===== src/hw/rtl/snh_ram.sv =====
`default_nettype none

module snh_ram #(
  parameter int WIDTH = 8,
  parameter int DEPTH = 512
) (
  input  logic                     clk,
  input  logic                     we,
  input  logic [$clog2(DEPTH)-1:0] waddr,
  input  logic [WIDTH-1:0]         wdata,
  input  logic [$clog2(DEPTH)-1:0] raddr,
  output logic [WIDTH-1:0]         rdata
);

  logic [WIDTH-1:0] mem [DEPTH];

  always_ff @(posedge clk) begin
    if (we) begin
      mem[waddr] <= wdata;
    end
    rdata <= mem[raddr];
  end

endmodule

`default_nettype wire


===== config.mk =====
export PLATFORM = sky130hd
export DESIGN_NAME = snh_ram
export DESIGN_NICKNAME = d
export VERILOG_FILES = /design/src/hw/rtl/snh_ram.sv
export SDC_FILE = /design/constraint.sdc
export NUM_CORES = 2
export LEC_CHECK = 0
export BUFFER_PORTS_ARGS = -buffer_cell sky130_fd_sc_hd__buf_2
export CORE_MARGIN = 4
export CORE_UTILIZATION = 45
export CTS_BUF_LIST = sky130_fd_sc_hd__clkbuf_4
export DETAILED_ROUTE_END_ITERATION = 7
export GPL_TIMING_DRIVEN = 0
export PLACE_DENSITY_LB_ADDON = 0.25
export SLEW_MARGIN = 15
export SYNTH_ARGS = -nofsm -noshare
export SYNTH_HDL_FRONTEND = slang
export SYNTH_SLANG_ARGS = --single-unit

===== constraint.sdc =====
create_clock -name clk -period 4 [get_ports clk]
set_clock_uncertainty 0.1 [all_clocks]
set_input_delay 0.8 -clock clk [delete_from_list [all_inputs] [get_ports clk]]
set_output_delay 0.8 -clock clk [all_outputs]
set_load 0.05 [all_outputs]

Yosys cells after proc, flatten, opt, wreduce, memory -nomap -nowiden:

Memories as Yosys holds them, arrays and structs flattened. A register that Yosys moved wholly into a read port is not among the register bits.
Cells that the tools add are included.

* register bits after elaboration: 0
* input port bits: 28
* RAM bits: 4096
* memories kept: 1
* logic and storage cells: 3
* output and inout bits: 8

Memory list
* mem: depth 512, bits a word 8, rd ports 1, clocked after memory_dff 1, write ports 1, RTL line 15 `logic [WIDTH-1:0] mem [DEPTH];`

* muxes and demuxes: 2

Operator list (count)
* 2-to-1 mux 1 bit: 2

Longest topological paths before layout:

* word-level depth: 2
* mapped depth: 12
* mapped depth without buffers: 7

Least setup slack after synthesis:

OpenSTA, ideal clock, no wires.

* kind: input to register
* start point: in raddr[0]
* end point: reg rdata[0] (read register of mem)
* library setup time: 0.118 ns
* data arrival time: 2.654 ns
* path buffers: 4
* setup slack: 1.128 ns
* data required time: 3.782 ns
* stages: 10
* path through: buf_4 > buf_12 > buf_12 > buf_2 > mux4_2 > o21ai_0 > nand3_1 > nand4_1 > o21ai_0 > o2111a_1

RTL lines
* start, declared: RTL line 11 `input logic [$clog2(DEPTH)-1:0] raddr,`
* end, declared: RTL line 12 `output logic [WIDTH-1:0] rdata`

==> impl_metrics.csv <==
group,metric,value,unit
routing,routedWlPerCell,41.7,um
pwr,power.density,488,nW/um^2
routing,wl,617,mm
pwr,seqPwrFrac,53.2,%
cells_and_area,final-seq-area,123000,sq um
clock_tree,clockBufferDepth,5,
synthesis,synth_top_family_by_area,"multiplexers",
clock_tree,clk_latency,1.76,ns
place,dp_hpwl,434,mm
synthesis,yosys.area_share.adder,0,%
synthesis,synthDistinctLibCells,51,
die,row_count,218,
synthesis,yosysSeqAreaShare,77.0,%
run,max_cap_viol_count,1,
cells_and_area,area_growth,14.1,%
clock_tree,cts_setup_buffers,0,
grt,grt_pass1_vias,92655,
sta,hold_violations,0,
die,die_w,604,um
sta,period_share,112,%
grt,grt-ovfl-total,0,
synthesis,yosys_warnings,0,
place,dpl_cell_area,169000,sq um
routing,ant_nets,0,
worst_hold_path,hold_path_end,"mem[134][0]",
routing,routed_via_density,6.52,
die,die_h,604,um
worst_hold_path,hold_depth,2,
routing,wl_met1,214,mm
routing,drcViolationCount,0,
routing,routed-wl-met2,264,mm
die,start_util,45.3,%
pwr,p_comb_share,6.9,%
place,post-place-ws,-2.23,ns
critical_path,regToRegSetupSlack,-0.08,ns
clock_tree,cts_tree,"done",
critical_path,crit_type,"in2reg",
sta,max_freq,222,MHz
sta,setup_tns,-2.00,ns
synthesis,mappedNetlistNets,8058,
sta,postLayoutSetupSlackWorst,-0.495,ns
synthesis,netlist_area,160000,sq um
synthesis,synth_enable_flop_cells,4096,
cells_and_area,n_fill_cell,28347,
routing,drtIter0Drc,17289,
clock_tree,cts_max_level,7,
grt,grt_max_degree,131,
critical_path,worst-path-max-fanout,10,
die,num_io_pins,36,
worst_hold_path,min-delay-start,"wdata[0]",
critical_path,cp-start-kind,"input pin",
grt,grt_pass1_wl,808,mm
cells_and_area,fin_nets,9365,
cells_and_area,multi_input_area,33900,sq um
pwr,p_int,67.4,mW
synthesis,synthArstFlopShare,0,%
sta,worst-slew-pin-transition,1.55,ns
outcome,violations,"max-capacitance violations, max-slew violations, negative setup slack",
cells_and_area,final_core_util,51.7,%
die,die-area,365000,sq um
synthesis,synth_mux_area_share,14.2,%
sta,slew_headroom,-4.57,%
routing,highest_layer,"met5",
cells_and_area,final-instance-count-excl-fill,14798,
worst_hold_path,hold_path_class,"in2reg",
routing,drtPass1Iterations,8,
clock_tree,cts-root-buf,"clkbuf_4",
critical_path,r2r-end,"rdata[4]",
pwr,p_sw,21.7,mW
synthesis,synth-compound-area-share,4.31,%
clock_tree,clock_sinks,4104,
critical_path,cp.arrival,5.94,ns
synthesis,synth_xor_area_share,0,%
grt,grt_usage,33.6,%
critical_path,r2r_cells,7,
cells_and_area,final_area,183000,sq um
sta,setup_viol,6,
routing,wl_met3,90.7,mm
pwr,p_total,89.1,mW
pwr,vdd_drop_max,0.296,mV
sta,min_period,4.49,ns
sta,finalMaxSlewViolations,2,
synthesis,syn_area_per_cell,19.9,sq um
outcome,status,"finished, violations left",
critical_path,required,5.45,ns
sta,fin_hold_ws,0.147,ns
cells_and_area,drive_gt1_share,28.1,%
place,place.gp.congestion,1.01,
synthesis,ys.flop_type,"edfxtp_1",
die,design.core.area,353000,sq um
critical_path,end_kind,"flip-flop",
place,numPortBuffers,31,
grt,antenna_found_initial,77,
pwr,p_leak,59.4,nW
critical_path,timing.rr.start,"mem[186][4]",
sta,rsz0062_at_grt,"no",
synthesis,synth-simple-area-share,2.63,%
synthesis,synth_seq_cells,4104,
pwr,swShare,24.4,%
pwr,clock_power_share,40.0,%
routing,vias,96435,
place,post-place-cells,12911,
clock_tree,path_clk_slew,0.07,ns
synthesis,synthCells,8030,
clock_tree,cts-buffers-inserted,1122,
-- critical path, stage by stage --
cell      delay (ns)
buf_2           0.22
or2_1           0.31
buf_2           0.19
buf_2           0.31
clkbuf_1        0.59
o221ai_1        0.45
o22ai_1         0.14
o21ai_0         1.01
nand4_1         0.36
nor4_2          0.99
o2111a_1        0.53
-- cells by family after synthesis --
| group | count (synthesis) |
|---|---|
| DFF | 4104 |
| AOI/OAI and AO/OA | 979 |
| and+or+nand+nor | 980 |
| muxes | 1451 |
| buffers and inverters | 516 |
-- synthesized netlist by cell type (41+ instances only) --
master,number,area share [%]
edfxtp_1,4096,77
mux2i_1,797,5.0
mux4_2,654,9.2
nor2_1,597,1.4
o221ai_1,371,2.0
clkbuf_1,265,0.62
a21oi_1,194,0.61
o22ai_1,163,0.64
o21ai_0,118,0.37
nand2_1,111,0.26
nor3_1,109,0.34
buf_4,70,0.33
buf_6,64,0.45
a22oi_1,61,0.29
buf_2,57,0.18
buf_1,41,0.096
-- registers in the layout, indices dropped and copies added, names as in the netlist --
register and count:
mem 4096, rdata 8
-- cell usage in the layout (no fill, tap or decap), types with 32 or more instances in the layout --
master / instances
buf_2: 110
clkbuf_4: 1569
diode_2: 75
clkinv_1: 166
o221ai_1: 371
nand4_1: 32
buf_6: 67
clkbuf_1: 134
o22ai_1: 163
clkbuf_2: 126
buf_12: 48
nor3_1: 106
edfxtp_1: 4096
nand3_1: 36
buf_16: 67
buf_4: 77
nand2_1: 111
a22oi_1: 61
mux4_2: 654
nor2_1: 595
o21ai_0: 109
mux2i_1: 797
a21oi_1: 194
-- per-layer routing --
metal  global-route usage [%]  vias up
li1                         -    36784
met1                     42.2    49615
met2                     47.3     8313
met3                     14.1     1685
met4                     22.6       38
met5                    0.317        -
-- power groups by stage --
stage	registers, mW	clock network, mW	logic (mW)
2_1_floorplan	48.4	0	2.25
4_1_cts	47.4	35.7	5.85
3_5_place_dp	48.3	0	5.81
3_3_place_gp	48.7	0	5.47
5_1_grt	47.3	38.3	6.02
6_report	47.4	35.6	6.12
-- layout make-up --
class	instances	share of cell area (%)
antenna	75	0.103
buffer	513	1.73
clock buffer	1563	6.43
clock inverter	217	0.596
inverter	3	0.00617
multi-input combinational	3410	18.6
sequential	4104	67.5
tap	4730	3.24
timing repair buffer	183	1.83
-- worst max-delay path by stage --
stage | from | end | slack, ns | depth (start not counted)
4_1_cts | raddr[2] | rdata[1] | 0.05 | 10
6_report | raddr[2] | rdata[4] | -0.49 | 11
3_3_place_gp | wdata[2] | mem[354][2] | -5.80 | 1
3_5_place_dp | raddr[2] | rdata[5] | -2.23 | 11
5_1_grt | raddr[2] | rdata[1] | 0.07 | 10
2_1_floorplan | raddr[0] | rdata[0] | 1.13 | 10
-- what timing repair did --
action / 4_1_cts / 5_1_grt
resized for setup: 4 / 1
endpoints found under the hold margin: 3421 / 0
hold buffers: 32 / 0
endpoints found under the setup margin: 3 / 1
(Power assumes the default switching activity.)
