`config.mk`:
```
export PLATFORM = sky130hd
export DESIGN_NAME = snh_front
export DESIGN_NICKNAME = d
export VERILOG_FILES = /design/src/hw/rtl/snh_pkg.sv /design/src/hw/rtl/snh_front.sv
export SDC_FILE = /design/constraint.sdc
export NUM_CORES = 1
export LEC_CHECK = 0
export ABC_CLOCK_PERIOD_IN_PS = 2500
export BUFFER_PORTS_ARGS = -buffer_cell sky130_fd_sc_hd__buf_2
export CAP_MARGIN = 30
export CORE_ASPECT_RATIO = 0.9
export CORE_UTILIZATION = 48
export DETAILED_ROUTE_END_ITERATION = 16
export PLACE_DENSITY = 0.88
export SLEW_MARGIN = 20
export SYNTH_ARGS = -nofsm -noshare
export SYNTH_HDL_FRONTEND = slang
export SYNTH_SLANG_ARGS = --single-unit
```
`constraint.sdc`:
```
create_clock -name clk -period 2.5 [get_ports clk]
set_clock_uncertainty 0.1 [all_clocks]
set_input_delay 0.25 -clock clk [delete_from_list [all_inputs] [get_ports clk]]
set_output_delay 0.25 -clock clk [all_outputs]
set_load 0.01 [all_outputs]
```
`src/hw/rtl/snh_pkg.sv`:
```
`default_nettype none

package snh_pkg;

  localparam int MAX_NAME_LEN = 256;
  localparam int IDX_W        = $clog2(MAX_NAME_LEN);
  localparam int LEN_W        = $clog2(MAX_NAME_LEN + 1);
  localparam int ADDR_W       = IDX_W + 1;
  localparam int RAM_DEPTH    = 2 ** ADDR_W;

  localparam logic [63:0] GOLDEN_STEP = 64'h9e3779b97f4a7c15;
  localparam logic [63:0] MIX_MUL_A   = 64'hbf58476d1ce4e5b9;
  localparam logic [63:0] MIX_MUL_B   = 64'h94d049bb133111eb;
  localparam int          SHIFT_1     = 30;
  localparam int          SHIFT_2     = 27;
  localparam int          SHIFT_3     = 31;

  typedef struct packed {
    logic [7:0] name_byte;
    logic       byte_present;
    logic       last_byte;
  } byte_item_t;

  typedef struct packed {
    logic [63:0] name_hash;
    logic        too_long;
  } hash_item_t;

  // One finished name waiting for the hasher.
  typedef struct packed {
    logic [LEN_W-1:0] len;
    logic             too_long;
    logic             bank;
  } job_t;

  typedef struct packed {
    logic              en;
    logic [ADDR_W-1:0] addr;
    logic [7:0]        data;
  } ram_wr_t;

  typedef struct packed {
    logic        start;
    logic [63:0] din;
  } mix_req_t;

  typedef struct packed {
    logic        done;
    logic [63:0] dout;
  } mix_rsp_t;

endpackage

`default_nettype wire

```
`src/hw/rtl/snh_front.sv`:
```
`default_nettype none

module snh_front (
  input  logic                clk,
  input  logic                rst,
  input  logic                byte_valid,
  output logic                byte_ready,
  input  snh_pkg::byte_item_t byte_item,
  input  logic                q_full,
  output logic                push,
  output snh_pkg::job_t       job,
  output snh_pkg::ram_wr_t    ram_wr
);
  import snh_pkg::*;

  logic [LEN_W-1:0] len_count;
  logic             overflow_seen;
  logic             bank;
  logic             take;
  logic             room;
  logic             store;
  logic             spill;

  // Two banks: the next name fills one while the hasher reads the other.
  assign byte_ready = !q_full;
  assign take       = byte_valid && byte_ready;
  assign room       = (len_count != LEN_W'(MAX_NAME_LEN));
  assign store      = take && byte_item.byte_present && room;
  assign spill      = take && byte_item.byte_present && !room;

  always_comb begin
    ram_wr.en    = store;
    ram_wr.addr  = {bank, len_count[IDX_W-1:0]};
    ram_wr.data  = byte_item.name_byte;
    push         = take && byte_item.last_byte;
    job.len      = store ? len_count + LEN_W'(1) : len_count;
    job.too_long = overflow_seen || spill;
    job.bank     = bank;
  end

  always_ff @(posedge clk) begin
    if (rst) begin
      len_count     <= '0;
      overflow_seen <= 1'b0;
      bank          <= 1'b0;
    end else if (take) begin
      if (byte_item.last_byte) begin
        len_count     <= '0;
        overflow_seen <= 1'b0;
        bank          <= ~bank;
      end else begin
        if (store) begin
          len_count <= len_count + LEN_W'(1);
        end
        if (spill) begin
          overflow_seen <= 1'b1;
        end
      end
    end
  end

endmodule

`default_nettype wire

```
Word level (Yosys, flattened, before mapping) --
Cells that the tools add are included.
Word-level totals: memories kept 0, bits in latches 0, bits in writable memories 0, bits of input ports 14, output and inout bits 31, ROM bits 0, flip-flop bits (word level) 11
Cells by class: mux-type cells 4, add/subtract/negate cells 1, multiply operators 0, divide/modulo/power cells 0, bitwise gates (word level) 1, reductions and logical operators 11, shift operators 0, equality and inequality tests 1, magnitude comparators 0
Operators with widths (count):
- $mux W9 | 2
- $add A9 B1 Y9 const B | 1
- $ne A9 B9 Y1 const B | 1
- $logic_and A1 B1 Y1 | 5
- $reduce_and A2 Y1 | 2
- $logic_not A1 Y1 | 2
- $mux W1 | 2
- $reduce_bool A2 Y1 | 1
- $logic_or A1 B1 Y1 | 1
- $not A1 Y1 | 1

Depth between registers and ports, before layout --
word-level depth 6, mapped depth 6, depth with buffers taken out 5

Worst setup path before layout --
No wires, ideal clock.
path kind register to output, from register len_count[4], to output port job[3] in the netlist's numbering, slack 0.751 ns, cell stages (with the launch flop) 5, arrival 1.399 ns, buffers on the path 1, data required time 2.150 ns, cells stage by stage dfxtp_1 buf_2 nor4_1 a41oi_2 o21ai_0
RTL lines:
- start: declaration | line snh_front.sv:16 | logic [LEN_W-1:0] len_count;
- start signal: assignment | line snh_front.sv:53 | len_count <= len_count + LEN_W'(1);
- end: declaration | line snh_front.sv:11 | output snh_pkg::job_t job,

==> metrics.cfg <==
[run_status]
status=completed

[finish]
area_growth_pct=2.751
antennaDiodeCount=0
num-fill-cells=189
multi_input_area_um2=499.2
seq_area_um2=220.2
layout.cells.non_filler=148
nets=141
drive_gt1_share_pct=28.23

[critical_path]
r2r-start=len_count[0]
critPathBufInv=1
cp_max_fo=9
slowest_stage=nor4_1
crit_chain=nor4_1, a41oi_2, nand2_1, xnor2_1, buf_2
crit_path_end_kind=output pin
cp_top_family=simple AND/OR/NAND/NOR gates
critPathLaunchType=flip-flop
critical_path_class=reg2out
required_ps=2150
worstPathArrival_ps=1920
max_stage_delay_ps=510
reg2reg_setup_slack_ps=690
reg2reg_to=len_count[1]
ff2ff_path_depth=5

[worst_hold_path]
hold_depth=2
hp-class=in2reg
min_to=len_count[5]
min-delay-start=rst

[route]
wirelength_um=2002
postRouteAntennaNets=0
wl_per_cell_um=13.53
drt_iter0_drc=27
drt_pass1_iterations=5
drt_drc_violations_left=0
vias_per_cell=5.682
route.vias.total=841

[synthesis]
synth_common_cells=buf_4, dfxtp_1, nand2_1, nor2_1, o21ai_0
yosys.cell_count.top_type=buf_4
yosys.area.top_type=dfxtp_1
synth_top_area_share_pct=24.21
ys_ff_latch=11
synth-warning-count=0
synth_area_leaders=dfxtp_1, buf_4, xnor2_1
seq_area_frac_synth_pct=24.21
syn_area_um2=909.6
synth_edf_count=0
syn-num-nets=132
syn-instance-count=116
synth_area_per_cell_um2=7.842
yosysUniqueCellTypes=39
synthArstFlopShare_pct=0
synth_ff_type=dfxtp_1

[sta]
finalHoldViolCount=0
min_period_ps=2271
worstMarginPinSlew_ps=493.6
slew_violations=0
max_slew_margin_pct=66.79
finalCritPeriodShare_pct=90.84
tns_ps=0
finalSetupViolations=0
fmax_mhz=440.3
grt_setup_unrepaired=false

[die]
core_area_um2=1717
fp-row-count=14
initial_core_util_pct=52.99
die_w_um=47.89
io_pins=45
die_h_um=43.30
dieArea_um2=2073

[pwr]
power_density_nw_per_um2=369.9
p_leak_nw=0.4204
max-vdd-ir-drop_mv=0.3501

[global_route]
grt_pass1_vias=742
grt_usage_pct=22.13
overflow=0
grt_pass1_wl_um=3243
grt_antenna_before_repair=0
grt_max_degree=13

[clock_tree]
cts-root-buf=clkbuf_4
numCtsBuffers=3
cts_tree=built
clk_latency_ps=280
clk_pin_slew_worst_paths_ps=70
cts-hold-fix-buffers=0
cts_resized=0
clockBufferDepth=2
post_cts_buffers=0
cts.htree.levels=1
cts.sinks=11

[placed_design]
place_hpwl_um=1437
place_inst=144
io_buffers=28
gp_congestion=0.8506

[run]
max_cap_violations=0

-- metal layers --
layer / global-route usage (%) / up-vias / share of wire (%) / routed length, µm
met5: 0 / - / 0 / 0
met4: 5.556 / 0 / 0.75 / 15
met3: 9.787 / 4 / 7.8 / 156
met2: 32.16 / 37 / 47 / 937
met1: 29.46 / 391 / 45 / 892
li1: - / 409 / - / -
-- worst max-delay path by stage --
stage                   to          from  cells past startpoint  slack, ps
floorplan           job[3]  len_count[4]                      4        750
global placement    job[4]  len_count[0]                      6        650
detailed placement  job[4]  len_count[0]                      6        560
CTS                 job[4]  len_count[0]                      6        250
global route        job[4]  len_count[2]                      5         80
finish              job[4]  len_count[2]                      5        230
-- power breakdown --
| part | switching (W) | leakage (nW) | internal (W) | total [W] |
|---|---|---|---|---|
| Clock | 0.0000659 | 0.0150 | 0.0000620 | 0.000128 |
| Sequential | 0.00000137 | 0.0887 | 0.000176 | 0.000178 |
| Combinational | 0.0000258 | 0.317 | 0.0000143 | 0.0000401 |
| Total | 0.0000931 | 0.420 | 0.000253 | 0.000346 |
-- final cells by class --
cell class	instances	share of cell area (%)
flip-flops and latches	11	23.56
clock buffers	4	2.811
inverters	5	2.008
well taps	24	3.213
multi-input cells	76	53.41
repair buffers	28	14.99
-- registers in the layout (all words and copies together) (netlist names) --
signal and flops:
overflow_seen 1, bank 1, len_count 9
-- cells in the final DEF (no fill, tap or decap), types with 2 or more instances in the layout --
cell	netlist	final
nand2_1	8	8
a31oi_1	3	3
a41oi_1	2	2
a21oi_1	5	5
or3_1	2	2
and3_1	2	2
nor3_1	3	3
dfxtp_1	11	11
or4_1	3	3
o21ai_0	7	7
clkbuf_4	0	3
nand3_1	4	4
buf_2	2	28
xnor2_1	6	6
xor2_1	3	3
ha_1	2	2
nor2_1	7	7
inv_1	5	5
-- cells by family after synthesis --
group / count (synthesis) / synth area share, %
AOI/OAI and AO/OA: 23 / 17.20
xor gates and xnor gates: 9 / 8.666
adders and majority gates: 2 / 2.751
buffers and inverters: 29 / 20.91
DFF: 11 / 24.21
and+or+nand+nor: 42 / 26.28
-- metrics by stage --
step           total power, W  hold slack [ps]  utilization, %  area [µm²]  setup slack, ps
3_5_place_dp        0.0002213            400.1           52.92       908.4            564.5
6_report            0.0003457            194.4           54.45       934.6            229.1
2_1_floorplan       0.0002244            336.8               -       909.6            750.6
5_1_grt             0.0003636            207.4           54.45       934.6            83.94
3_3_place_gp        0.0002204            400.1           52.92       908.4            653.2
4_1_cts             0.0003512            190.6           54.45       934.6            246.5
No activity file was read; power rests on OpenSTA's default activity.
