File: src/hw/rtl/snh_pkg.sv
`default_nettype none

package snh_pkg;

  localparam int MAX_NAME_LEN = 256;
  localparam int IDX_W        = $clog2(MAX_NAME_LEN);
  localparam int LEN_W        = $clog2(MAX_NAME_LEN + 1);
  localparam int ADDR_W       = IDX_W + 1;
  localparam int RAM_DEPTH    = 2 ** ADDR_W;

  localparam logic [63:0] GOLDEN_STEP = 64'h9e3779b97f4a7c15;
  localparam logic [63:0] MIX_MUL_A   = 64'hbf58476d1ce4e5b9;
  localparam logic [63:0] MIX_MUL_B   = 64'h94d049bb133111eb;
  localparam int          SHIFT_1     = 30;
  localparam int          SHIFT_2     = 27;
  localparam int          SHIFT_3     = 31;

  typedef struct packed {
    logic [7:0] name_byte;
    logic       byte_present;
    logic       last_byte;
  } byte_item_t;

  typedef struct packed {
    logic [63:0] name_hash;
    logic        too_long;
  } hash_item_t;

  // One finished name waiting for the hasher.
  typedef struct packed {
    logic [LEN_W-1:0] len;
    logic             too_long;
    logic             bank;
  } job_t;

  typedef struct packed {
    logic              en;
    logic [ADDR_W-1:0] addr;
    logic [7:0]        data;
  } ram_wr_t;

  typedef struct packed {
    logic        start;
    logic [63:0] din;
  } mix_req_t;

  typedef struct packed {
    logic        done;
    logic [63:0] dout;
  } mix_rsp_t;

endpackage

`default_nettype wire

File: src/hw/rtl/snh_back.sv
`default_nettype none

module snh_back (
  input  logic                       clk,
  input  logic                       rst,
  input  logic                       q_empty,
  input  snh_pkg::job_t              job,
  output logic                       pop,
  output logic [snh_pkg::ADDR_W-1:0] raddr,
  input  logic [7:0]                 rdata,
  output snh_pkg::mix_req_t          mix_req,
  input  snh_pkg::mix_rsp_t          mix_rsp,
  output logic                       hash_valid,
  input  logic                       hash_ready,
  output snh_pkg::hash_item_t        hash_item
);
  import snh_pkg::*;

  localparam logic [2:0] S_IDLE      = 3'd0;
  localparam logic [2:0] S_MIX_LEN   = 3'd1;
  localparam logic [2:0] S_READ      = 3'd2;
  localparam logic [2:0] S_MIX_WORD  = 3'd3;
  localparam logic [2:0] S_MIX_FINAL = 3'd4;
  localparam logic [2:0] S_DONE      = 3'd5;

  logic [2:0]       state;
  logic [63:0]      h;
  logic             tl;
  logic [63:0]      word;
  logic [2:0]       wi;
  logic [3:0]       rc;
  logic [LEN_W-1:0] len;
  logic [2:0]       nwords;
  logic [IDX_W-1:0] offset;
  logic [2:0]       k;
  logic [7:0]       byte_in;
  logic [63:0]      word_full;
  logic             last_word;
  logic             out_free;

  assign len = job.len;

  always_comb begin
    priority if (len == '0) begin
      nwords = 3'd0;
    end else if (len <= LEN_W'(8)) begin
      nwords = 3'd1;
    end else if (len <= LEN_W'(16)) begin
      nwords = 3'd2;
    end else if (len <= LEN_W'(32)) begin
      nwords = 3'd4;
    end else begin
      nwords = 3'd5;
    end

    unique case (wi)
      3'd0:    offset = '0;
      3'd1:    offset = IDX_W'(len - LEN_W'(8));
      3'd2:    offset = IDX_W'(8);
      3'd3:    offset = IDX_W'((len >> 1) - LEN_W'(4));
      default: offset = IDX_W'(len - LEN_W'(16));
    endcase

    // Read data arrives in the cycle after its address; bytes past the name read as zero.
    k         = rc[2:0] - 3'd1;
    byte_in   = (LEN_W'(k) < len) ? rdata : 8'd0;
    word_full = {byte_in, word[55:0]};
    raddr     = {job.bank, offset + IDX_W'(rc[2:0])};
    last_word = (wi == nwords - 3'd1);
    out_free  = !hash_valid || hash_ready;
    pop       = (state == S_DONE) && out_free;

    mix_req.start = 1'b0;
    mix_req.din   = 64'(len);
    unique case (state)
      S_IDLE: begin
        mix_req.start = !q_empty && !job.too_long;
      end
      S_READ: begin
        mix_req.start = (rc == 4'd8);
        mix_req.din   = word_full;
      end
      S_MIX_WORD: begin
        mix_req.start = mix_rsp.done && last_word;
        mix_req.din   = h ^ mix_rsp.dout;
      end
      default: begin
        mix_req.start = 1'b0;
      end
    endcase
  end

  always_ff @(posedge clk) begin
    if (rst) begin
      state      <= S_IDLE;
      hash_valid <= 1'b0;
      wi         <= 3'd0;
      rc         <= 4'd0;
    end else begin
      if ((state == S_DONE) && out_free) begin
        hash_valid <= 1'b1;
      end else if (hash_ready) begin
        hash_valid <= 1'b0;
      end
      unique case (state)
        S_IDLE: begin
          if (!q_empty) begin
            tl <= job.too_long;
            h  <= 64'd0;
            state <= job.too_long ? S_DONE : S_MIX_LEN;
          end
        end
        S_MIX_LEN: begin
          if (mix_rsp.done) begin
            h  <= mix_rsp.dout;
            wi <= 3'd0;
            rc <= 4'd0;
            state <= (len == '0) ? S_DONE : S_READ;
          end
        end
        S_READ: begin
          rc <= rc + 4'd1;
          if (rc != 4'd0) begin
            word[8*k +: 8] <= byte_in;
          end
          if (rc == 4'd8) begin
            state <= S_MIX_WORD;
          end
        end
        S_MIX_WORD: begin
          if (mix_rsp.done) begin
            if (last_word) begin
              state <= S_MIX_FINAL;
            end else begin
              h     <= h ^ mix_rsp.dout;
              wi    <= wi + 3'd1;
              rc    <= 4'd0;
              state <= S_READ;
            end
          end
        end
        S_MIX_FINAL: begin
          if (mix_rsp.done) begin
            h     <= mix_rsp.dout;
            state <= S_DONE;
          end
        end
        S_DONE: begin
          if (out_free) begin
            hash_item.name_hash <= h;
            hash_item.too_long  <= tl;
            state               <= S_IDLE;
          end
        end
        default: begin
          state <= S_IDLE;
        end
      endcase
    end
  end

endmodule

`default_nettype wire

File: config.mk
export PLATFORM = sky130hd
export DESIGN_NAME = snh_back
export DESIGN_NICKNAME = d
export VERILOG_FILES = /design/src/hw/rtl/snh_pkg.sv /design/src/hw/rtl/snh_back.sv
export SDC_FILE = /design/constraint.sdc
export NUM_CORES = 1
export LEC_CHECK = 0
export ABC_AREA = 1
export BUFFER_PORTS_ARGS = -buffer_cell sky130_fd_sc_hd__buf_2
export CORE_MARGIN = 5
export CORE_UTILIZATION = 54
export CTS_CLUSTER_DIAMETER = 60
export DETAILED_ROUTE_END_ITERATION = 8
export PLACE_DENSITY = 0.8
export SLEW_MARGIN = 10
export SYNTH_ARGS = -nofsm -noshare
export SYNTH_HDL_FRONTEND = slang
export SYNTH_SLANG_ARGS = --single-unit
File: constraint.sdc
create_clock -name clk -period 8 [get_ports clk]
set_input_delay 1.6 -clock clk [delete_from_list [all_inputs] [get_ports clk]]
set_output_delay 1.6 -clock clk [all_outputs]
set_load 0.005 [all_outputs]
; Word level (Yosys, flattened, before mapping)
; Cells that the tools add are included.
; Widths: inputs -> output; s select.
[op_classes]
n_addsub = 9
magnitude_cmp = 4
n_eq_ne = 18
shift = 2
n_mux = 34
bitwise = 3
n_reduce_logical = 23
[ops]
columns = operator, count
row1 = $mux 64, 4
row2 = $pmux 64 s3, 1
row3 = $pmux 64 s2, 1
row4 = $bwmux 64, 1
row5 = $shift 8x34->64 const A, 1
row6 = $shiftx 8x34->64, 1
row7 = $xor 64x64->64, 1
row8 = $mux 3, 15
row9 = $neg 6->34, 1
row10 = $pmux 8 s4, 1
row11 = $pmux 3 s6, 1
row12 = $ne 2x2->1 const B, 7
row13 = $eq 3x2->1 const B, 4
row14 = $mux 4, 3
row15 = $pmux 4 s3, 1
row16 = $reduce_and 6->1, 2
row17 = $le 9x4->1 const B, 1
row18 = $le 9x5->1 const B, 1
row19 = $le 9x6->1 const B, 1
row20 = $logic_not 9->1, 1
row21 = $lt 3x9->1, 1
row22 = $reduce_and 3->1, 3
row23 = $add 8x3->8, 1
row24 = $mux 8, 1
row25 = 24 further kinds, 38
[word_totals]
regBits = 205

; Longest topological paths before layout
[logic_depth]
ltp_word = 10
mapped_depth = 18
ltp_nobuf = 18

; Least setup slack after synthesis
; Ideal clock, no wire load.
[synth_path]
path_type = in2reg
from = in rst
to = reg hash_item[0] (netlist name), enable pin
arrival_time_ps = 6308
slack_ps = 1124
path_stages = 2
n_path_buf = 1
path_cell_list = clkbuf_1 > nor3_1
[synth_via]
elab_chain_cells = 2
[synth_rtl]
columns = element, line_no
row1 = start: declaration, snh_back.sv:5  ; input logic rst,
row2 = $not 1->1 (no line), -
row3 = $reduce_and 3->1 (no line), -
row4 = end: declaration, snh_back.sv:15  ; output snh_pkg::hash_item_t hash_item
; No other way between the ends.
; A chain may end at the register's enable or synchronous reset.

==> impl_metrics.toml <==
[critical_path]
r2r_start = "state[2]"
critical_path.max_stage_delay_ns = 0.26
cpMaxStageDelayCell = "ha_1"
r2r.worst_path.cells = 5
reg2reg_slack_ns = 3.23
worst_ep_arrival_time_ns = 3.91
path_cells = "buf_2 > inv_1 > ha_1 > nand3_1 > nor2_1 > nor2_4 > nand2_2 > nand2_2 > ha_1 > xnor2_1 > a21oi_1 > nor2_2 > nand3_4 > o211ai_1 > buf_2"
cp.required_ns = 6.40
startpoint_type = "primary input"
rr_endpoint = "word[47]"
crit_fanout = 9
crit_buf_inv = 3
crit_type = "in2out"
critPathTopFamily = "simple AND/OR/NAND/NOR gates"
end_kind = "primary output"

[logic_synthesis]
syn_inst = 959
syn_area_um2 = 9766
synth_top_area_share_pct = 57.19
ys_async_sr_fraction_pct = 0
yosys.area.top_type = "edfxtp_1"
synth_area_leaders = "edfxtp_1, nand2_1, xor2_1"
ys_seq_elements = 197
synth_cell_types = 42
synth_edf_count = 186
post_synth_most_frequent_cells = "nand2_1, edfxtp_1, inv_1, o21ai_0, nor2_1"
ys.flop_type = "edfxtp_1"
ys_warn_count = 0
yosysMostFrequentCell = "nand2_1"
ys_seq_area_share_pct = 59.45
avgSynthCellArea_um2 = 10.18
syn_nets = 1071

[finish]
drive_above_1_share_pct = 26.33
num-nets-final = 1284
syn_to_final_growth_pct = 19.33
fin_util_pct = 65.10
fin_cells = 1415

[route]
wl_um = 24730
wl_per_cell_um = 17.47
vias_per_cell = 5.317
wl_met2_um = 11880
vias = 7524
drc_errors = 0
drt_pre_antenna_iters = 5
met1Wirelength_um = 9982
met3_length_um = 2048
top_layer = "met4"
ant_nets = 0
drtIter0Drc = 520

[clock_tree]
path_clk_slew_ns = 0.07
cts_sinks = 197
cts_tree = "built"
htree_levels = 4
clock-root-buffer = "clkbuf_16"
hold_buffers = 0
ctsResizeCount = 0
clockBufferDepth = 2
cts_buffers = 17
cts_setup_buffers = 0
clk_latency_ns = 0.44

[min_path]
hold_depth = 0
min_to = "hash_item[0]"
hold_start = "tl"
hp-class = "reg2reg"

[timing]
setup-tns-final_ns = 0
period_share_pct = 68.84
hold_slack_ns = 0.4209
slew_headroom_pct = 8.844
tightestPinTransition_ns = 1.346
finalHoldViolCount = 0
rsz0062_at_grt = "false"
max_freq_mhz = 181.6
fin_crit_ns = 5.507
finalSetupViolations = 0
slew_viol_final = 0
finalClockSkew_ns = 0.009300

[grt]
antenna_found_initial = 2
grt_overflow = 0
track_usage_pct = 23.78
grt_pass1_vias = 7429
grt_max_degree = 66
grt_pass1_wl_um = 38180

[floorplan]
die_area_um2 = 20870
die_h_um = 144.5
ios = 229
num_rows = 49
start_util_pct = 54.55
core-area_um2 = 17900
fp.dieW_um = 144.5

[power_and_ir_drop]
power.density_nw_per_um2 = 290.9
ir_worst_vdd_uv = 226.5
total_power_mw = 3.390
cellLeakagePower_nw = 5.162

[run]
maxCapViolations = 0

[placed_design]
portBuffers = 226
place_hpwl_um = 17810
gp_congestion = 0.9152
place_inst = 1382

[run_status]
status = "completed"
## layout make-up
type / instances / area (µm²)
repair buffers: 232 / 1176
clock buffers: 17 / 425.4
multi-input cells: 610 / 3393
well taps: 229 / 286.5
fillers: 1450 / 6248
clock inverters: 15 / 136.4
diodes: 1 / 2.502
inverters: 114 / 427.9
flip-flops and latches: 197 / 5806
## logic make-up after synthesis
family                   share of synthesized area (%)
AO/OA/AOI/OAI                                    7.111
buffers and inverters                            6.099
flip-flops                                       59.45
AND/OR/NAND/NOR                                  17.28
adder cells (fa/ha/maj)                          3.152
XOR/XNOR                                         6.906
## report_power, final
| part | switching [mW] | internal (mW) |
|---|---|---|
| logic | 0.696 | 0.356 |
| clock network | 0.408 | 0.412 |
| registers | 0.116 | 1.40 |
## routing by layer
layer / vias to the layer above / GRT usage [%]
met1: 3496 / 30.35
met5: - / 0
met2: 328 / 39.31
met4: 0 / 9.573
met3: 55 / 5.655
li1: 3645 / -
## state kept, by name, summed over array words and instances (netlist names)
signal	flops
rc	4
hash_valid	1
h	64
wi	3
word	56
hash_item	65
state	3
tl	1
## placed cells by master, fill, tap and decap left out, types with 13 or more instances in the layout
master / count
edfxtp_1: 186
ha_1: 23
nand3_1: 29
xor2_1: 72
o21ai_0: 75
inv_1: 100
nor4_1: 17
nand2_1: 223
buf_2: 226
clkbuf_16: 17
nor2_1: 74
a21oi_1: 13
## through the flow
stage / instance area, µm² / setup slack [ns]
after floorplan: 9766 / 1.124
after global placement: 11080 / 2.643
after detailed placement: 11080 / 2.535
after CTS: 11640 / 2.529
after global routing: 11650 / 2.256
final: 11650 / 2.493
## worst max-delay path by stage
stage                start      endpoint  depth (start not counted)
floorplan              rst  hash_item[0]                          2
global placement    job[6]   mix_req[64]                         15
detailed placement  job[6]   mix_req[64]                         15
CTS                 job[6]   mix_req[64]                         15
global route         rc[0]   mix_req[57]                         10
finish              job[6]   mix_req[64]                         15
Power figures use the tool's default switching activity.
