`src/hw/rtl/snh_pkg.sv`:
```
`default_nettype none

package snh_pkg;

  localparam int MAX_NAME_LEN = 256;
  localparam int IDX_W        = $clog2(MAX_NAME_LEN);
  localparam int LEN_W        = $clog2(MAX_NAME_LEN + 1);
  localparam int ADDR_W       = IDX_W + 1;
  localparam int RAM_DEPTH    = 2 ** ADDR_W;

  localparam logic [63:0] GOLDEN_STEP = 64'h9e3779b97f4a7c15;
  localparam logic [63:0] MIX_MUL_A   = 64'hbf58476d1ce4e5b9;
  localparam logic [63:0] MIX_MUL_B   = 64'h94d049bb133111eb;
  localparam int          SHIFT_1     = 30;
  localparam int          SHIFT_2     = 27;
  localparam int          SHIFT_3     = 31;

  typedef struct packed {
    logic [7:0] name_byte;
    logic       byte_present;
    logic       last_byte;
  } byte_item_t;

  typedef struct packed {
    logic [63:0] name_hash;
    logic        too_long;
  } hash_item_t;

  // One finished name waiting for the hasher.
  typedef struct packed {
    logic [LEN_W-1:0] len;
    logic             too_long;
    logic             bank;
  } job_t;

  typedef struct packed {
    logic              en;
    logic [ADDR_W-1:0] addr;
    logic [7:0]        data;
  } ram_wr_t;

  typedef struct packed {
    logic        start;
    logic [63:0] din;
  } mix_req_t;

  typedef struct packed {
    logic        done;
    logic [63:0] dout;
  } mix_rsp_t;

endpackage

`default_nettype wire

```
`src/hw/rtl/snh_mix.sv`:
```
`default_nettype none

module snh_mix (
  input  logic              clk,
  input  logic              rst,
  input  snh_pkg::mix_req_t req,
  output snh_pkg::mix_rsp_t rsp
);
  import snh_pkg::*;

  localparam logic [3:0] STEP_XOR_A = 4'd0;
  localparam logic [3:0] STEP_XOR_B = 4'd4;
  localparam logic [3:0] STEP_FIN   = 4'd8;

  logic        busy;
  logic [3:0]  step;
  logic [63:0] x;
  logic [63:0] p;
  logic [63:0] k;
  logic [1:0]  part;
  logic [31:0] op_a;
  logic [31:0] op_b;
  logic [63:0] prod;
  logic        done;
  logic [63:0] dout;

  // 64x64 low product in three 32x32 passes: lo*lo, then hi*lo and lo*hi into the top half.
  always_comb begin
    k    = (step < STEP_XOR_B) ? MIX_MUL_A : MIX_MUL_B;
    part = step[1:0] - 2'd1;
    op_a = (part == 2'd1) ? x[63:32] : x[31:0];
    op_b = (part == 2'd2) ? k[63:32] : k[31:0];
    prod = {32'd0, op_a} * {32'd0, op_b};
  end

  always_ff @(posedge clk) begin
    if (rst) begin
      busy <= 1'b0;
      step <= STEP_XOR_A;
      done <= 1'b0;
    end else begin
      if (req.start) begin
        busy <= 1'b1;
        step <= STEP_XOR_A;
        x    <= req.din + GOLDEN_STEP;
        done <= 1'b0;
      end else if (busy) begin
        step <= step + 4'd1;
        done <= (step == STEP_FIN);
        unique case (step)
          STEP_XOR_A: x <= x ^ (x >> SHIFT_1);
          STEP_XOR_B: x <= p ^ (p >> SHIFT_2);
          STEP_FIN: begin
            dout <= p ^ (p >> SHIFT_3);
            busy <= 1'b0;
          end
          default: begin
            if (part == 2'd0) begin
              p <= prod;
            end else begin
              p[63:32] <= p[63:32] + prod[31:0];
            end
          end
        endcase
      end else begin
        done <= 1'b0;
      end
    end
  end

  assign rsp.done = done;
  assign rsp.dout = dout;

endmodule

`default_nettype wire

```
`config.mk`:
```
export PLATFORM = sky130hd
export DESIGN_NAME = snh_mix
export DESIGN_NICKNAME = d
export VERILOG_FILES = /design/src/hw/rtl/snh_pkg.sv /design/src/hw/rtl/snh_mix.sv
export SDC_FILE = /design/constraint.sdc
export NUM_CORES = 2
export LEC_CHECK = 0
export BUFFER_PORTS_ARGS = -buffer_cell sky130_fd_sc_hd__buf_2
export CAP_MARGIN = 20
export CORE_MARGIN = 2
export CORE_UTILIZATION = 61
export DETAILED_ROUTE_END_ITERATION = 10
export PLACE_DENSITY = 0.74
export SETUP_SLACK_MARGIN = 0.2
export SYNTH_ARGS = -nofsm -noshare
export SYNTH_HDL_FRONTEND = slang
export SYNTH_SLANG_ARGS = --single-unit
```
`constraint.sdc`:
```
create_clock -name clk -period 20.9 [get_ports clk]
set_input_delay 2.09 -clock clk [delete_from_list [all_inputs] [get_ports clk]]
set_output_delay 2.09 -clock clk [all_outputs]
set_load 0.02 [all_outputs]
```
* Yosys cells after proc, flatten, opt, wreduce, memory -nomap -nowiden
Cells that the tools add are included.
** Word-level totals
- Bits of input ports :: 67
- Output and inout port bits :: 65
- Logic and storage cells :: 45
- Register bits :: 198
** Operators by class
- Reduce and logical (&&, ||, !) cells :: 11
- Bitwise gates (word level) :: 7
- Add/sub/neg operators :: 4
- Equality and inequality tests :: 4
- Mux-type cells :: 10
- $mul :: 1
- Magnitude comparators :: 1
** Operators with widths (number)
- 2-to-1 mux 64 bit :: 2
- case mux 64 bit (2 select lines) :: 1
- 2-to-1 mux 32 bit :: 3
- adder 64 bit, second input constant :: 1
- multiplier 32 x 32 -> 64 bit :: 1
- XOR 64 x 33 -> 64 bit :: 1
- XOR 64 x 34 -> 64 bit :: 1
- XOR 64 x 37 -> 64 bit :: 1
- 2-to-1 mux 62 bit :: 1
- adder 32 bit :: 1
- AND reduction 4 bit :: 2
- OR reduction 3 bit :: 2
- AND reduction 5 bit :: 1
- adder 4 x 1 -> 4 bit, second input constant :: 1
- == test 4 x 3 -> 1 bit, second input constant :: 1
- == test 4 bit, second input constant :: 1
- zero test 4 bit :: 1
- less-than comparator 4 x 3 -> 1 bit, second input constant :: 1
- inverter 1 bit :: 4
- 2-to-1 mux 1 bit :: 3
- AND reduction 3 bit :: 1
- nonzero test 3 bit :: 1
- == test 2 x 1 -> 1 bit, second input constant :: 1
- == test 2 bit, second input constant :: 1
- 4 further kinds :: 4

* Longest topological paths before layout
- Word-level depth :: 6
- Gate-level depth with buffers :: 42
- Mapped depth without buffers :: 40

* Worst setup path after synthesis
Ideal clock, no wire load.
- Path kind :: flip-flop to flip-flop
- Start point :: register step[0]
- End point :: register p[63] (data pin)
- Path slack :: 10.541 ns
- Setup time :: 0.258 ns
- Required time :: 20.642 ns
- Data arrival time :: 10.101 ns
- Period minus slack after synthesis :: 10.359 ns
- Stages on the path, launching flop included :: 39
- Buffers on the path :: 4
- Cells stage by stage :: dfxtp_1 > inv_1 > ha_1 > clkbuf_1 > clkbuf_1 > buf_1 > mux2i_1 > clkbuf_1 > inv_1 > nand2_1 > fa_1 > inv_1 > fa_1 > inv_1 > fa_1 > fa_1 > inv_1 > fa_1 > [3 not listed] > fa_1 > fa_1 > ha_1 > nand2_1 > o21ai_0 > inv_1 > a21oi_1 > xor2_1 > ha_1 > and3_1 > and2_1 > a221o_1 > or4b_1 > o2111ai_1 > a31oi_1 > a31o_1 > xor2_1 > o221a_2
** Between the ends
- Word-level cells in the longest chain between the ends :: 6
- Elaborated cells between the ends (all ways) :: 11
- Those cells by class :: add/sub: 2; mul: 1; order compare: 1; eq/ne: 2; mux: 4; reduce/logical: 1
** Ends and longest elaborated chain
- start, declared :: RTL line snh_mix.sv:16 : logic [3:0] step;
- start signal, assigned :: RTL line snh_mix.sv:48 : step <= step + 4'd1;
- subtractor 2 x 1 -> 2 bit * :: RTL line snh_mix.sv:30 : part = step[1:0] - 2'd1;
- named net part[0] :: RTL line snh_mix.sv:20 : logic [1:0] part;
- == test 2 x 1 -> 1 bit / == test 2 bit (equally long branches) :: RTL line snh_mix.sv:31, snh_mix.sv:32
- 2-to-1 mux 32 bit (on tied branches) :: RTL line snh_mix.sv:31, snh_mix.sv:32
- multiplier 32 x 32 -> 64 bit * :: RTL line snh_mix.sv:33 : prod = {32'd0, op_a} * {32'd0, op_b};
- named net prod[20] :: RTL line snh_mix.sv:23 : logic [63:0] prod;
- adder 32 bit * :: RTL line snh_mix.sv:61 : p[63:32] <= p[63:32] + prod[31:0];
- 2-to-1 mux 32 bit * :: RTL line snh_mix.sv:58 : if (part == 2'd0) begin
- end signal, assigned :: RTL line snh_mix.sv:59 : p <= prod;
- end signal, assigned :: RTL line snh_mix.sv:61
- end, declared :: RTL line snh_mix.sv:18 : logic [63:0] p;
The timed path passes the listed nets; every way through them passes the cells marked *.
A chain may end at the register's enable or synchronous reset.

* Final worst setup path
- Start point :: register step[0]
- End point :: register p[62] (data pin)
Same word-level chain as after synthesis.

==> impl_metrics.csv <==
group,metric,value,unit
cts,cts_buffers,17,
global_routing,grt_usage,38.8,%
floorplan,die_y,263,microns
worst_setup_path,endpoint_kind,"flip-flop",
sta,finalClockSkew,12.5,ps
worst_setup_path,crit_fanout,33,
sta,finalHoldViolations,0,
sta,tightest_slew,1100,ps
placed_design,dp.cells,5034,
synth,synthesis.area,41000,sq um
synth,synthTopCellsByArea,"fa_1, edfxtp_1, ha_1",
cts,post_cts_buffers,0,
floorplan,rows,95,
routing,viasPerCell,6.02,
routing,ant_nets,0,
routing,drcViolationCount,0,
synth,async_flop_share,0,%
floorplan,coreArea,66800,sq um
worst_setup_path,slowest_delay,980,ps
routing,routed_wl,130000,microns
cts,cts_num_sinks,198,
cts,hold_buffers,0,
routing,vias,30500,
worst_setup_path,cp_data_required_time,21130,ps
synth,ys_ff_latch,198,
global_routing,grt_max_degree,65,
sta,slew_headroom,24.3,%
worst_setup_path,critical_path_class,"flip-flop to flip-flop",
run,cap_viol_max_count,0,
cts,clk_pin_slew_worst_paths,90,ps
sta,tns,0,ps
cells_and_area,fin_area,43400,sq um
worst_setup_path,critPathLaunchType,"flip-flop",
cells_and_area,layout-drive-gt1-share,6.58,%
cells_and_area,nets,5443,
floorplan,die_w,263,microns
routing,wl_per_cell,25.7,microns
global_routing,grt_pass1_wl,198000,microns
worst_setup_path,crit_buf_inv,7,
floorplan,dieArea,69200,sq um
floorplan,ios,132,
status,status,"finished clean",
cts,htreeDepth,4,
synth,avgSynthCellArea,10.0,sq um
cts,cts_resized,0,
routing,first_pass_iters,8,
sta,drv_slew,0,
min_path,whs_path_depth,1,
min_path,hp-class,"flip-flop to flip-flop",
synth,syn_inst,4097,
cells_and_area,layout_commonest_cell,"inv_1",
cts,cts_tree,"yes",
placed_design,placed_cell_area,42700,sq um
synth,synth_edf_count,192,
synth,synth_flop_cell,"edfxtp_1",
synth,ys_types,76,
routing,initialDrtViolationCount,3394,
placed_design,hpwl,111000,microns
sta,max_freq,0.0837,GHz
cells_and_area,seqCellArea,5890,sq um
cells_and_area,fill_cells,5457,
cells_and_area,final_cells,5068,
worst_setup_path,r2r_cells,37,
floorplan,initial_utilization,61.3,%
sta,layout_min_cycle_time,11950,ps
worst_setup_path,crit_cells,37,
cells_and_area,final_cell_mix,"inv_1, fa_1, ha_1",
global_routing,grt_pass1_vias,31600,
cts,clk_path_buf_depth,2,
synth,yosysWarnings,0,
placed_design,numPortBuffers,131,
synth,synth_seq_area_share,14.4,%
cells_and_area,area_growth,5.88,%
sta,setup_viol,0,
cells_and_area,multi_input_area,31100,sq um
global_routing,grt_overflow_total,0,
cts,root_buffer,"clkbuf_16",
worst_setup_path,cp_common_cell,"inv_1",
cts,clock_latency,470,ps
synth,synth_top_area_cell,"fa_1",
placed_design,gp_congestion,1.02,
sta,fin_crit_sh,57.2,%
global_routing,antenna_found_initial,3,
synth,syn_nets,5360,
sta,rsz0062_at_grt,"no",
worst_setup_path,critPathSlowestCell,"mux2i_1",
worst_setup_path,cp.arrival,12180,ps
worst_setup_path,crit_family,"adder cells",
synth,synth_top_area_share,39.9,%
## worst reg2reg max path, delay by kind of cell (launching register included)
family | cells | cell delay [ps]
fa+ha+maj | 11 | 4200
compound gates | 11 | 2560
buf+inv | 7 | 1480
simple gates | 5 | 1380
mux | 1 | 980
xor+xnor | 2 | 720
flops | 1 | 370
## through the flow
| step | util, % | setup slack [ps] | hold slack, ps |
|---|---|---|---|
| 2_1_floorplan | - | 10540 | 536 |
| 3_3_place_gp | 63.9 | 9180 | 578 |
| 3_5_place_dp | 63.9 | 9160 | 615 |
| 4_1_cts | 64.9 | 9110 | 628 |
| 5_1_grt | 64.9 | 8420 | 641 |
| 6_report | 64.9 | 8950 | 635 |
## registers in the layout, indices dropped and copies added, names as in the netlist
name  count
dout     64
p        64
x        64
step      4
busy      1
done      1
## layout make-up
class,instances,share of cell area [%]
clock inverter,15,0.557
clock buffer,17,0.981
antenna,2,0.0115
timing repair buffer,175,2.27
inverter,975,8.44
sequential,198,13.6
tap,873,2.52
multi-input combinational,2813,71.6
## synthesized netlist by cell type (all sizes together) (25+ instances only)
cell type and number:
or2 28, nor2b 51, xor2 127, and2 71, nor2 283, nand3 25, xnor2 124, o21ai 93
nand2 224, a21oi 116, mux2i 27, edfxtp 192, clkbuf 108, ha 379, a21o 52, nand2b 65
nor3 25, inv 970, a211oi 26, fa 817, o221ai 35
## worst paths after layout
path                               from        to  slack, ps
worst max-delay path            step[0]     p[62]       8950
worst min-delay path              p[23]  dout[23]        640
worst max register to register  step[0]     p[62]       8950
worst min register to register    p[23]  dout[23]        640
## kinds of logic after synthesis
kind of cell | count (synthesis) | share of synthesized area (%)
and+or+nand+nor | 833 | 9.56
DFF | 198 | 14.4
adders and majority gates | 1196 | 51.5
xor gates and xnor gates | 252 | 5.42
muxes | 39 | 0.990
buffers and inverters | 1086 | 9.96
AOI/OAI and AO/OA | 493 | 8.19
## per-layer routing
layer / up-vias / global-route usage [%] / routed length, microns
met4: 2 / 18.0 / 7720
met5: - / 0 / 29
met3: 364 / 8.14 / 14600
li1: 13000 / - / -
met1: 15300 / 54.6 / 50600
met2: 1859 / 58.2 / 57400
Power is left out: the tool's default activity adds up to more than one toggle a clock period on the data nets, which glitch-free logic cannot reach.
